### src/design/tsmd_pkg.sv
package tsmd_pkg;

    localparam int unsigned BLOCK_BYTES = 512;
    localparam int unsigned OFS_W       = $clog2(BLOCK_BYTES);
    localparam int unsigned SIZE_W      = 33;
    localparam int unsigned MODE_W      = 12;

    // Header field locations, as byte offsets inside the header block.
    localparam logic [OFS_W-1:0] SIZE_OFS  = OFS_W'(124);
    localparam logic [OFS_W-1:0] SIZE_STOP = OFS_W'(124 + 12);
    localparam logic [OFS_W-1:0] MODE_OFS  = OFS_W'(100);
    localparam logic [OFS_W-1:0] MODE_STOP = OFS_W'(100 + 8);
    localparam logic [OFS_W-1:0] TYPE_OFS  = OFS_W'(156);
    localparam logic [OFS_W-1:0] LAST_OFS  = OFS_W'(BLOCK_BYTES - 1);

    localparam logic [7:0] CH_NUL    = 8'h00;
    localparam logic [7:0] CH_SPACE  = 8'h20;
    localparam logic [7:0] CH_ZERO   = 8'h30;
    localparam logic [7:0] CH_SEVEN  = 8'h37;
    localparam logic [7:0] TYPE_PAXX = 8'h78;
    localparam logic [7:0] TYPE_PAXG = 8'h67;
    localparam logic [7:0] TYPE_LNAM = 8'h4C;
    localparam logic [7:0] TYPE_LLNK = 8'h4B;

    localparam logic [2:0] KIND_HEADER  = 3'd0;
    localparam logic [2:0] KIND_MEMBER  = 3'd1;
    localparam logic [2:0] KIND_PAX     = 3'd2;
    localparam logic [2:0] KIND_LNAME   = 3'd3;
    localparam logic [2:0] KIND_LLINK   = 3'd4;
    localparam logic [2:0] KIND_PAD     = 3'd5;
    localparam logic [2:0] KIND_AFTER   = 3'd6;

    typedef enum logic [1:0] {
        PH_HEADER,
        PH_PAYLOAD,
        PH_PAD,
        PH_END
    } t_phase;

    typedef enum logic [1:0] {
        OCT_SKIP,
        OCT_DIGITS,
        OCT_DONE
    } t_oct_stage;

    typedef struct packed {
        t_oct_stage        stage;
        logic [SIZE_W-1:0] acc;
    } t_oct_result;

    typedef struct packed {
        logic [SIZE_W-1:0] size;
        logic [MODE_W-1:0] mode;
        logic [7:0]        type_byte;
        logic              all_zero;
    } t_hdr_info;

    // One byte of an octal field: leading blanks are skipped, digits shift in,
    // and anything else ends the field.
    function automatic t_oct_result octal_step(t_oct_stage stage,
                                               logic [SIZE_W-1:0] acc,
                                               logic [7:0] b);
        t_oct_result res;
        logic        digit;
        digit     = (b >= CH_ZERO) && (b <= CH_SEVEN);
        res.stage = stage;
        res.acc   = acc;
        unique case (stage)
            OCT_SKIP: begin
                if (b == CH_SPACE || b == CH_NUL) begin
                    res.stage = OCT_SKIP;
                end else if (!digit) begin
                    res.stage = OCT_DONE;
                end else begin
                    res.stage = OCT_DIGITS;
                    res.acc   = {acc[SIZE_W-4:0], b[2:0]};
                end
            end
            OCT_DIGITS: begin
                if (!digit) begin
                    res.stage = OCT_DONE;
                end else begin
                    res.acc = {acc[SIZE_W-4:0], b[2:0]};
                end
            end
            default: begin
                res.stage = stage;
            end
        endcase
        return res;
    endfunction

endpackage

### src/design/tsmd_header_parser.sv
// Collects size, mode, type and the all-zero flag over the bytes of a header.
module tsmd_header_parser (
    input  logic                                i_clk,
    input  logic                                i_rst_n,
    input  logic                                i_hdr_beat,
    input  logic [7:0]                          i_data_byte,
    input  logic [tsmd_pkg::OFS_W-1:0]          i_block_offset,
    output tsmd_pkg::t_hdr_info                 o_next,
    output tsmd_pkg::t_hdr_info                 o_held
);

    tsmd_pkg::t_hdr_info   r_info, n_info, base_info;
    tsmd_pkg::t_oct_stage  r_size_stage, n_size_stage, base_size_stage;
    tsmd_pkg::t_oct_stage  r_mode_stage, n_mode_stage, base_mode_stage;
    tsmd_pkg::t_oct_result size_res, mode_res;
    logic                  first_byte;

    assign first_byte = (i_block_offset == '0);

    always_comb begin
        // A new header starts from cleared fields.
        if (first_byte) begin
            base_info       = '{size: '0, mode: '0, type_byte: '0, all_zero: 1'b1};
            base_size_stage = tsmd_pkg::OCT_SKIP;
            base_mode_stage = tsmd_pkg::OCT_SKIP;
        end else begin
            base_info       = r_info;
            base_size_stage = r_size_stage;
            base_mode_stage = r_mode_stage;
        end

        size_res = tsmd_pkg::octal_step(base_size_stage, base_info.size, i_data_byte);
        mode_res = tsmd_pkg::octal_step(base_mode_stage,
                                        tsmd_pkg::SIZE_W'(base_info.mode), i_data_byte);

        n_info       = base_info;
        n_size_stage = base_size_stage;
        n_mode_stage = base_mode_stage;

        if (i_data_byte != tsmd_pkg::CH_NUL) begin
            n_info.all_zero = 1'b0;
        end
        if (i_block_offset >= tsmd_pkg::SIZE_OFS && i_block_offset < tsmd_pkg::SIZE_STOP) begin
            n_info.size  = size_res.acc;
            n_size_stage = size_res.stage;
        end
        if (i_block_offset >= tsmd_pkg::MODE_OFS && i_block_offset < tsmd_pkg::MODE_STOP) begin
            n_info.mode  = mode_res.acc[tsmd_pkg::MODE_W-1:0];
            n_mode_stage = mode_res.stage;
        end
        if (i_block_offset == tsmd_pkg::TYPE_OFS) begin
            n_info.type_byte = i_data_byte;
        end
    end

    always_ff @(posedge i_clk) begin
        if (!i_rst_n) begin
            r_info       <= '{size: '0, mode: '0, type_byte: '0, all_zero: 1'b1};
            r_size_stage <= tsmd_pkg::OCT_SKIP;
            r_mode_stage <= tsmd_pkg::OCT_SKIP;
        end else if (i_hdr_beat) begin
            r_info       <= n_info;
            r_size_stage <= n_size_stage;
            r_mode_stage <= n_mode_stage;
        end
    end

    assign o_next = n_info;
    assign o_held = r_info;

endmodule

### src/design/tar_stream_member_deframer_unit.sv
// Tar stream deframer. Decompressed tar bytes enter one beat per cycle on the
// input channel and leave, one result beat each, on the output channel in the
// next cycle, tagged as header, member payload (ordinary, pax, long name or
// long link), padding to the block boundary, or bytes after the end of the
// archive. Each 512-byte header is parsed on the fly: the octal size at offset
// 124 (kept to 33 bits), the octal mode at offset 100 (masked to 07777) and
// the type byte at offset 156, with a NUL type shown as '0'. The parsed
// member fields appear on the last header beat and on every payload and
// padding beat of that member; on the other header beats they read zero.
// A header that is entirely zero is flagged on its last beat, and a second
// such header in a row raises archive_end, after which every byte passes
// through as after-end until reset. Throughput is one beat per cycle, set by
// the single registered pass from the input handshake to the output register;
// the input stays ready while a result waits as long as the consumer takes it
// in the same cycle. A truncated stream is not detected.
module tar_stream_member_deframer_unit (
    input  logic                          i_clk,
    input  logic                          i_rst_n,
    input  logic                          i_in_valid,
    output logic                          o_in_ready,
    input  logic [7:0]                    i_data_byte,
    output logic                          o_out_valid,
    input  logic                          i_out_ready,
    output logic [7:0]                    o_byte_out,
    output logic [2:0]                    o_byte_kind,
    output logic                          o_header_end,
    output logic                          o_header_is_zero,
    output logic [tsmd_pkg::SIZE_W-1:0]   o_member_size,
    output logic [tsmd_pkg::MODE_W-1:0]   o_member_mode,
    output logic [7:0]                    o_member_type,
    output logic                          o_payload_end,
    output logic                          o_archive_end
);

    tsmd_pkg::t_phase              r_phase, n_phase;
    logic [tsmd_pkg::OFS_W-1:0]    r_block_offset, n_block_offset;
    logic [tsmd_pkg::SIZE_W-1:0]   r_payload_left, n_payload_left;
    logic [tsmd_pkg::OFS_W-1:0]    r_pad_left, n_pad_left;
    logic [1:0]                    r_zero_seen, n_zero_seen;

    logic                          r_out_valid;
    logic [7:0]                    r_byte_out;
    logic [2:0]                    r_kind, n_kind;
    logic                          r_hend, n_hend;
    logic                          r_hzero, n_hzero;
    logic [tsmd_pkg::SIZE_W-1:0]   r_msize, n_msize;
    logic [tsmd_pkg::MODE_W-1:0]   r_mmode, n_mmode;
    logic [7:0]                    r_mtype, n_mtype;
    logic                          r_pend, n_pend;
    logic                          r_aend, n_aend;

    logic                          accept;
    logic                          hdr_beat;
    logic                          last_hdr_byte;
    logic [1:0]                    zero_seen_inc;
    logic [tsmd_pkg::OFS_W-1:0]    hdr_pad;
    logic [2:0]                    payload_kind;
    logic [7:0]                    held_type;
    logic [7:0]                    next_type;
    tsmd_pkg::t_hdr_info           hdr_next;
    tsmd_pkg::t_hdr_info           hdr_held;

    // The output register frees itself when the consumer takes its beat, so
    // a new beat can enter in that same cycle.
    assign o_in_ready = !r_out_valid || i_out_ready;
    assign accept     = i_in_valid && o_in_ready;
    assign hdr_beat   = accept && (r_phase == tsmd_pkg::PH_HEADER);

    tsmd_header_parser u_hdr (
        .i_clk          (i_clk),
        .i_rst_n        (i_rst_n),
        .i_hdr_beat     (hdr_beat),
        .i_data_byte    (i_data_byte),
        .i_block_offset (r_block_offset),
        .o_next         (hdr_next),
        .o_held         (hdr_held)
    );

    assign last_hdr_byte = (r_block_offset == tsmd_pkg::LAST_OFS);
    assign zero_seen_inc = r_zero_seen + 2'd1;
    // Padding fills the member out to a whole number of blocks.
    assign hdr_pad       = tsmd_pkg::OFS_W'(-hdr_next.size[tsmd_pkg::OFS_W-1:0]);

    assign held_type = (hdr_held.type_byte == tsmd_pkg::CH_NUL) ? tsmd_pkg::CH_ZERO
                                                                : hdr_held.type_byte;
    assign next_type = (hdr_next.type_byte == tsmd_pkg::CH_NUL) ? tsmd_pkg::CH_ZERO
                                                                : hdr_next.type_byte;

    always_comb begin
        priority if (hdr_held.type_byte == tsmd_pkg::TYPE_PAXX ||
                     hdr_held.type_byte == tsmd_pkg::TYPE_PAXG) begin
            payload_kind = tsmd_pkg::KIND_PAX;
        end else if (hdr_held.type_byte == tsmd_pkg::TYPE_LNAM) begin
            payload_kind = tsmd_pkg::KIND_LNAME;
        end else if (hdr_held.type_byte == tsmd_pkg::TYPE_LLNK) begin
            payload_kind = tsmd_pkg::KIND_LLINK;
        end else begin
            payload_kind = tsmd_pkg::KIND_MEMBER;
        end
    end

    // Next phase.
    always_comb begin
        n_phase = r_phase;
        unique case (r_phase)
            tsmd_pkg::PH_HEADER: begin
                if (last_hdr_byte) begin
                    if (hdr_next.all_zero) begin
                        if (zero_seen_inc >= 2'd2) begin
                            n_phase = tsmd_pkg::PH_END;
                        end
                    end else if (hdr_next.size != '0) begin
                        n_phase = tsmd_pkg::PH_PAYLOAD;
                    end else if (hdr_pad != '0) begin
                        n_phase = tsmd_pkg::PH_PAD;
                    end
                end
            end
            tsmd_pkg::PH_PAYLOAD: begin
                if (r_payload_left <= tsmd_pkg::SIZE_W'(1)) begin
                    n_phase = (r_pad_left != '0) ? tsmd_pkg::PH_PAD : tsmd_pkg::PH_HEADER;
                end
            end
            tsmd_pkg::PH_PAD: begin
                if (r_pad_left <= tsmd_pkg::OFS_W'(1)) begin
                    n_phase = tsmd_pkg::PH_HEADER;
                end
            end
            default: begin
                n_phase = tsmd_pkg::PH_END;
            end
        endcase
    end

    // Result fields and counters.
    always_comb begin
        n_block_offset = r_block_offset;
        n_payload_left = r_payload_left;
        n_pad_left     = r_pad_left;
        n_zero_seen    = r_zero_seen;
        n_kind         = tsmd_pkg::KIND_HEADER;
        n_hend         = 1'b0;
        n_hzero        = 1'b0;
        n_msize        = '0;
        n_mmode        = '0;
        n_mtype        = '0;
        n_pend         = 1'b0;
        n_aend         = 1'b0;
        unique case (r_phase)
            tsmd_pkg::PH_HEADER: begin
                if (last_hdr_byte) begin
                    n_block_offset = '0;
                    n_hend         = 1'b1;
                    if (hdr_next.all_zero) begin
                        n_hzero     = 1'b1;
                        n_mtype     = tsmd_pkg::CH_ZERO;
                        n_zero_seen = zero_seen_inc;
                        n_aend      = (zero_seen_inc >= 2'd2);
                    end else begin
                        n_zero_seen    = '0;
                        n_msize        = hdr_next.size;
                        n_mmode        = hdr_next.mode;
                        n_mtype        = next_type;
                        n_payload_left = hdr_next.size;
                        n_pad_left     = hdr_pad;
                    end
                end else begin
                    n_block_offset = r_block_offset + tsmd_pkg::OFS_W'(1);
                end
            end
            tsmd_pkg::PH_PAYLOAD: begin
                n_kind  = payload_kind;
                n_msize = hdr_held.size;
                n_mmode = hdr_held.mode;
                n_mtype = held_type;
                if (r_payload_left <= tsmd_pkg::SIZE_W'(1)) begin
                    n_payload_left = '0;
                    n_pend         = 1'b1;
                end else begin
                    n_payload_left = r_payload_left - tsmd_pkg::SIZE_W'(1);
                end
            end
            tsmd_pkg::PH_PAD: begin
                n_kind  = tsmd_pkg::KIND_PAD;
                n_msize = hdr_held.size;
                n_mmode = hdr_held.mode;
                n_mtype = held_type;
                if (r_pad_left <= tsmd_pkg::OFS_W'(1)) begin
                    n_pad_left = '0;
                end else begin
                    n_pad_left = r_pad_left - tsmd_pkg::OFS_W'(1);
                end
            end
            default: begin
                n_kind = tsmd_pkg::KIND_AFTER;
            end
        endcase
    end

    always_ff @(posedge i_clk) begin
        if (!i_rst_n) begin
            r_phase        <= tsmd_pkg::PH_HEADER;
            r_block_offset <= '0;
            r_payload_left <= '0;
            r_pad_left     <= '0;
            r_zero_seen    <= '0;
            r_out_valid    <= 1'b0;
        end else begin
            if (accept) begin
                r_phase        <= n_phase;
                r_block_offset <= n_block_offset;
                r_payload_left <= n_payload_left;
                r_pad_left     <= n_pad_left;
                r_zero_seen    <= n_zero_seen;
                r_out_valid    <= 1'b1;
            end else if (i_out_ready) begin
                r_out_valid    <= 1'b0;
            end
        end
    end

    // Result payload needs no reset; it is qualified by the valid flag.
    always_ff @(posedge i_clk) begin
        if (accept) begin
            r_byte_out <= i_data_byte;
            r_kind     <= n_kind;
            r_hend     <= n_hend;
            r_hzero    <= n_hzero;
            r_msize    <= n_msize;
            r_mmode    <= n_mmode;
            r_mtype    <= n_mtype;
            r_pend     <= n_pend;
            r_aend     <= n_aend;
        end
    end

    assign o_out_valid      = r_out_valid;
    assign o_byte_out       = r_byte_out;
    assign o_byte_kind      = r_kind;
    assign o_header_end     = r_hend;
    assign o_header_is_zero = r_hzero;
    assign o_member_size    = r_msize;
    assign o_member_mode    = r_mmode;
    assign o_member_type    = r_mtype;
    assign o_payload_end    = r_pend;
    assign o_archive_end    = r_aend;

    // The end of the archive can only be reached from a zero header.
    a_aend_zero_hdr: assert property (@(posedge i_clk) disable iff (!i_rst_n)
        o_out_valid && o_archive_end |-> o_header_end && o_header_is_zero)
        else $error("archive end without a zero header");

    // Header end is only reported on header beats.
    a_hend_kind: assert property (@(posedge i_clk) disable iff (!i_rst_n)
        o_out_valid && o_header_end |-> o_byte_kind == tsmd_pkg::KIND_HEADER)
        else $error("header end on a non-header beat");

    // Payload end only marks payload beats.
    a_pend_kind: assert property (@(posedge i_clk) disable iff (!i_rst_n)
        o_out_valid && o_payload_end |->
            (o_byte_kind == tsmd_pkg::KIND_MEMBER || o_byte_kind == tsmd_pkg::KIND_PAX ||
             o_byte_kind == tsmd_pkg::KIND_LNAME || o_byte_kind == tsmd_pkg::KIND_LLINK))
        else $error("payload end on a non-payload beat");

    // Once the archive has ended, the phase never leaves the end state.
    a_end_sticky: assert property (@(posedge i_clk) disable iff (!i_rst_n)
        r_phase == tsmd_pkg::PH_END |=> r_phase == tsmd_pkg::PH_END)
        else $error("left the end phase without reset");

endmodule

### config.mk
export PLATFORM = sky130hd
export DESIGN_NAME = tar_stream_member_deframer_unit
export DESIGN_NICKNAME = d
export VERILOG_FILES = /design/src/design/tsmd_pkg.sv /design/src/design/tsmd_header_parser.sv /design/src/design/tar_stream_member_deframer_unit.sv
export SDC_FILE = /design/constraint.sdc
export NUM_CORES = 1
export LEC_CHECK = 0
export BUFFER_PORTS_ARGS = -buffer_cell sky130_fd_sc_hd__buf_2
export CAP_MARGIN = 20
export CORE_ASPECT_RATIO = 1.2
export CORE_UTILIZATION = 40
export CTS_CLUSTER_SIZE = 28
export DETAILED_ROUTE_END_ITERATION = 8
export HOLD_SLACK_MARGIN = 0.03
export MAX_ROUTING_LAYER = met4
export PLACE_DENSITY = 0.54
export SYNTH_ARGS = -nofsm -noshare
export SYNTH_HDL_FRONTEND = slang
export SYNTH_SLANG_ARGS = --single-unit
### constraint.sdc
create_clock -name i_clk -period 4.6 [get_ports i_clk]
set_input_delay 0.92 -clock i_clk [delete_from_list [all_inputs] [get_ports i_clk]]
set_output_delay 0.92 -clock i_clk [all_outputs]
set_load 0.02 [all_outputs]
---- Yosys cells after proc, flatten, opt, wreduce, memory -nomap -nowiden ----
Index checks and enable logic that the tools add are counted.
cells by class
  $add $sub $neg .......................... 5
  $lt $le $gt $ge ......................... 9
  equal/unequal tests ..................... 17
  multiplexer cells ....................... 60
  reductions and logical operators ........ 31
operator list
  cell                     number
  $mux W33                 8
  $pmux W33 S2             3
  $mux W12                 5
  $mux W54                 1
  $pmux W12 S2             2
  $mux W8                  5
  $mux W9                  4
  $mux W2                  17
  $le A33 B1 Y1 const B    1
  $reduce_bool A33 Y1      1
  $sub A33 B1 Y33 const B  1
  $eq A8 B7 Y1 const B     4
  $logic_not A8 Y1         3
  $ge A9 B7 Y1 const B     2
  $pmux W9 S2              1
  $reduce_bool A9 Y1       2
  $pmux W8 S2              1
  $add A9 B1 Y9 const B    1
  $eq A9 B8 Y1 const B     1
  $eq A9 B9 Y1 const B     1
  $le A9 B1 Y1 const B     1
  $logic_not A9 Y1         1
  $lt A9 B7 Y1 const B     1
  $lt A9 B8 Y1 const B     1
  28 further kinds         54
word-level totals
  register bits ........................... 182
  input bits .............................. 12
  output and inout bits ................... 70
  logic and storage cells ................. 143

---- Depth between registers and ports, before layout ----
  word-level depth ........................ 13
  gate-level depth with buffers ........... 15
  gate-level depth less buffers ........... 14

---- Hierarchy ----
Synthesis repeated with hierarchy kept, for this count alone.
unflattened totals
  cell total of the unflattened synthesis .. 1111
  area total of the unflattened synthesis .. 10002.1 sq um
by module, submodules not included
  module                           times used  cells an instance  area each (sq um)  sequential area each (sq um)
  tar_stream_member_deframer_unit  1           728                6575.1             3163.0
  tsmd_header_parser               1           383                3427.0             1161.1

---- Least setup slack after synthesis ----
Ideal clock, no wire load.
  path type ............................... input port to flip-flop
  start point ............................. in i_data_byte[7]
  end point ............................... reg r_phase[0]
  setup time .............................. 0.132 ns
  arrival time ............................ 4.129 ns
  data required time ...................... 4.468 ns
  slack ................................... 0.339 ns
  stages .................................. 13
  buffers on the path ..................... 1
  cell sequence ........................... or3_1 -> buf_2 -> or2_1 -> nor3_2 -> nor2_1 -> a21oi_1 -> ha_1 -> or3b_2 -> mux2_2 -> a31o_2 -> nor4_1 -> a2bb2oi_1 -> a21oi_1
between the ends
  longest elaborated chain between the ends .. 11
  elaborated cells on any way between the ends .. 22
  classes of those cells .................. add/sub: 1; order compare: 2; eq/ne: 3; mux: 9; reduce/logical: 7
ends and longest elaborated chain
  element                                                              line                                    text
  from (decl)                                                          tar_stream_member_deframer_unit.sv:21   input logic [7:0] i_data_byte,
  parallel branches: the longest is 11 deep, another holds $neg A9 Y9  -
  to (signal assigned)                                                 tar_stream_member_deframer_unit.sv:202  r_phase <= tsmd_pkg::PH_HEADER;
  to (signal assigned)                                                 tar_stream_member_deframer_unit.sv:210  r_phase <= n_phase;
  to (decl)                                                            tar_stream_member_deframer_unit.sv:35   tsmd_pkg::t_phase r_phase, n_phase;
Parallel ways; which one is timed is not known. The select of a mux whose other input is x is not followed.
A chain may end at the register's enable or synchronous reset.

---- Final worst setup path ----
Ends and elaborated chain as after synthesis.

==> impl_metrics.toml <==
[flow_run]
cap_violations = 0

[synth]
ys.flop_type = "dfxtp_1"
yosys_register_bits = 182
synth_warnings = 0
avgSynthCellArea_um2 = 8.49
synthDistinctLibCells = 70
syn_area_mm2 = 0.00929
yosysSeqAreaShare_pct = 46.5
synth_cells = 1094
synth_edf_count = 68
synth_fp_nets = 1119
synthArstFlopShare_pct = 0

[setup_path]
worst_ep_required_time_ns = 4.90
crit_arrival_ns = 4.32
crit_chain = "buf_2 -> or3_1 -> or2_1 -> nor3_2 -> nor2_1 -> a21oi_1 -> ha_1 -> or3b_2 -> mux2_2 -> a31o_2 -> nor4_1 -> a2bb2oi_1 -> a21oi_1"
crit_fanout = 7
crit_buf_inv = 1
critPathMostFrequentCell = "a21oi_1"
cp_slowest_stage_delay_ns = 0.47
crit_path_end_kind = "flop"
cp_slowest_cell = "or3b_2"
worstSetupPathType = "in -> reg"
startpoint_type = "input port"
cp_top_family = "simple AND/OR/NAND/NOR gates"

[timing]
fin_skew_ns = 0.0114
period_minus_slack_ns = 4.02
maxSlewHeadroom_pct = 33.8
tightest_slew_ns = 0.990
setup_viol = 0
tns_ns = 0
rsz0062_at_grt = "no"
slew_viol_final = 0
hold_ws_ns = 0.469
fmaxAchievable_mhz = 249
fin_crit_sh_pct = 87.4
hold_viol = 0
fin_ws_ns = 0.580

[die]
die_w_um = 141
start_util_pct = 41.1
die_h_um = 169
rows = 60
dieArea_mm2 = 0.0238
pin_count = 82
core_mm2 = 0.0226

[hold_path]
worstHoldPathType = "reg -> reg"

[finish]
n_antenna_cell = 0
areaGrowthSynthToFinish_pct = 15.0
drive_gt1_share_pct = 14.1
final_nets = 1177
stdcell_count = 1475

[clock_tree]
post-cts-setup-buffers = 0
ctsHoldBuffers = 0
clock_sinks = 182
cts_buffers = 17
htree_levels = 4
cts-resized-gates = 0
clk_path_buf_depth = 2
clk_latency_ns = 0.45
cts_tree = "yes"
clk_pin_slew_ns = 0.08
clockRootBuffer = "clkbuf_16"

[global_routing]
grt_usage_pct = 23.9
grt_pass1_vias = 7666
antenna_found_initial = 0
grt_overflow = 0
grt_max_degree = 69
grt_pass1_wl_um = 43300

[placed_design]
placed_cells = 1442
pre_cts_slack_ns = 0.167
io_buffer_count = 81
dp_hpwl_um = 18500
gp_congestion = 0.853

[power_and_ir_drop]
ir_drop_v = 0.000237
p_leak_uw = 0.00395
power_uw = 3460
p_per_area_mw_per_mm2 = 324

[routing]
drt_iter0_drc = 750
drt-pass1-iter-count = 6
drc = 0
routed_wl_um = 27000
num_vias = 8432
wl_per_cell_um = 18.3
viasPerCell = 5.72
ant_nets = 0

[status]
status = "finished clean"
==> synthesized netlist by cell type (6+ instances only) <==
cell / instances / share of area (%)
mux2i_1: 9 / 0.97
ha_1: 13 / 1.8
edfxtp_1: 68 / 22
xnor2_1: 10 / 0.94
or3_1: 13 / 0.88
o21ai_0: 61 / 3.3
nand3_1: 7 / 0.38
nor3_1: 37 / 2.0
o22ai_1: 6 / 0.40
nand4_1: 8 / 0.54
a22oi_1: 91 / 7.4
a211oi_1: 13 / 1.1
nand2_1: 117 / 4.7
nor2_1: 189 / 7.6
inv_1: 18 / 0.73
xor2_1: 13 / 1.2
a21oi_1: 96 / 5.2
dfxtp_1: 114 / 25
nand2b_1: 6 / 0.40
clkbuf_1: 69 / 2.8
nor4_1: 19 / 1.3
==> cell usage in the layout, fill, tap and decap left out, drive strengths merged, types with 9 or more instances in the layout <==
| cell | netlist | layout |
|---|---|---|
| a21oi | 96 | 96 |
| edfxtp | 68 | 68 |
| nor2 | 190 | 190 |
| ha | 13 | 13 |
| clkbuf | 69 | 17 |
| clkinv | 3 | 10 |
| nor4 | 19 | 19 |
| nor3 | 39 | 39 |
| o21ai | 66 | 66 |
| xor2 | 13 | 13 |
| xnor2 | 10 | 10 |
| nand2 | 117 | 117 |
| buf | 6 | 114 |
| or3 | 15 | 15 |
| a22oi | 91 | 91 |
| mux2i | 9 | 9 |
| dfxtp | 114 | 114 |
| inv | 18 | 26 |
| a211oi | 13 | 13 |
==> report_power, final <==
group | switching [uW] | total [uW] | internal, uW
Clock | 763 | 1510 | 746
Sequential | 14.9 | 1720 | 1700
Combinational | 176 | 238 | 62.3
==> per-stage QoR <==
step	instance area [um^2]	utilization, %
floorplan	9290	-
global placement	10000	44.4
detailed placement	10100	44.5
CTS	10700	47.2
global route	10700	47.3
finish	10700	47.3
==> sequential cells by signal (all words and copies together) (netlist names), 3 cells and up <==
| signal | cells |
|---|---|
| o_byte_kind | 3 |
| o_byte_out | 8 |
| o_member_mode | 12 |
| o_member_size | 33 |
| o_member_type | 8 |
| r_block_offset | 9 |
| r_pad_left | 9 |
| r_payload_left | 33 |
| u_hdr.o_held | 54 |
==> path summary, 6_finish.rpt <==
kind,to,start,slack (ns),cells past startpoint
worst min-delay path,r_payload_left[32],r_payload_left[32],0.47,2
worst max-delay path,r_phase[0],i_data_byte[7],0.58,13
worst min register to register,r_payload_left[32],r_payload_left[32],0.47,2
worst max register to register,r_phase[0],r_block_offset[2],0.72,13
==> logic make-up after synthesis <==
kind of cell | count (synthesis) | share of synthesized area, %
xor+xnor | 23 | 2.17
buf+inv | 96 | 3.91
simple gates | 433 | 21.1
fa+ha+maj | 13 | 1.75
mux | 12 | 1.37
compound gates | 335 | 23.2
flops | 182 | 46.5
==> worst register-to-register path: stages, from the launching register on <==
cell and delay (ns):
dfxtp_1 0.48, and3_1 0.33, a22oi_1 0.12, buf_4 0.21
nor3_2 0.36, nor2_1 0.09, a21oi_1 0.19, ha_1 0.30
or3b_2 0.47, mux2_2 0.29, a31o_2 0.25, nor4_1 0.36
a2bb2oi_1 0.21, a21oi_1 0.08
==> per-layer routing <==
metal  wire length (um)  vias up  part of all wire [%]  track usage (%)
li1                   -     4125                     -                -
met1              12600     4003                    47             32.3
met2              12700      273                    47             37.0
met3               1390       31                   5.1             3.39
met4                361        0                   1.3             6.90
met5                  0        -                     0                -
==> cell type report <==
class / instances / area, um^2
clock buffer: 17 / 425
clock inverter: 15 / 196
fill: 2261 / 11900
inverter: 21 / 78.8
multi-input combinational: 816 / 4610
sequential: 182 / 4320
tap: 310 / 388
timing repair buffer: 114 / 653
Note: power is estimated with default switching activity, not from simulation.
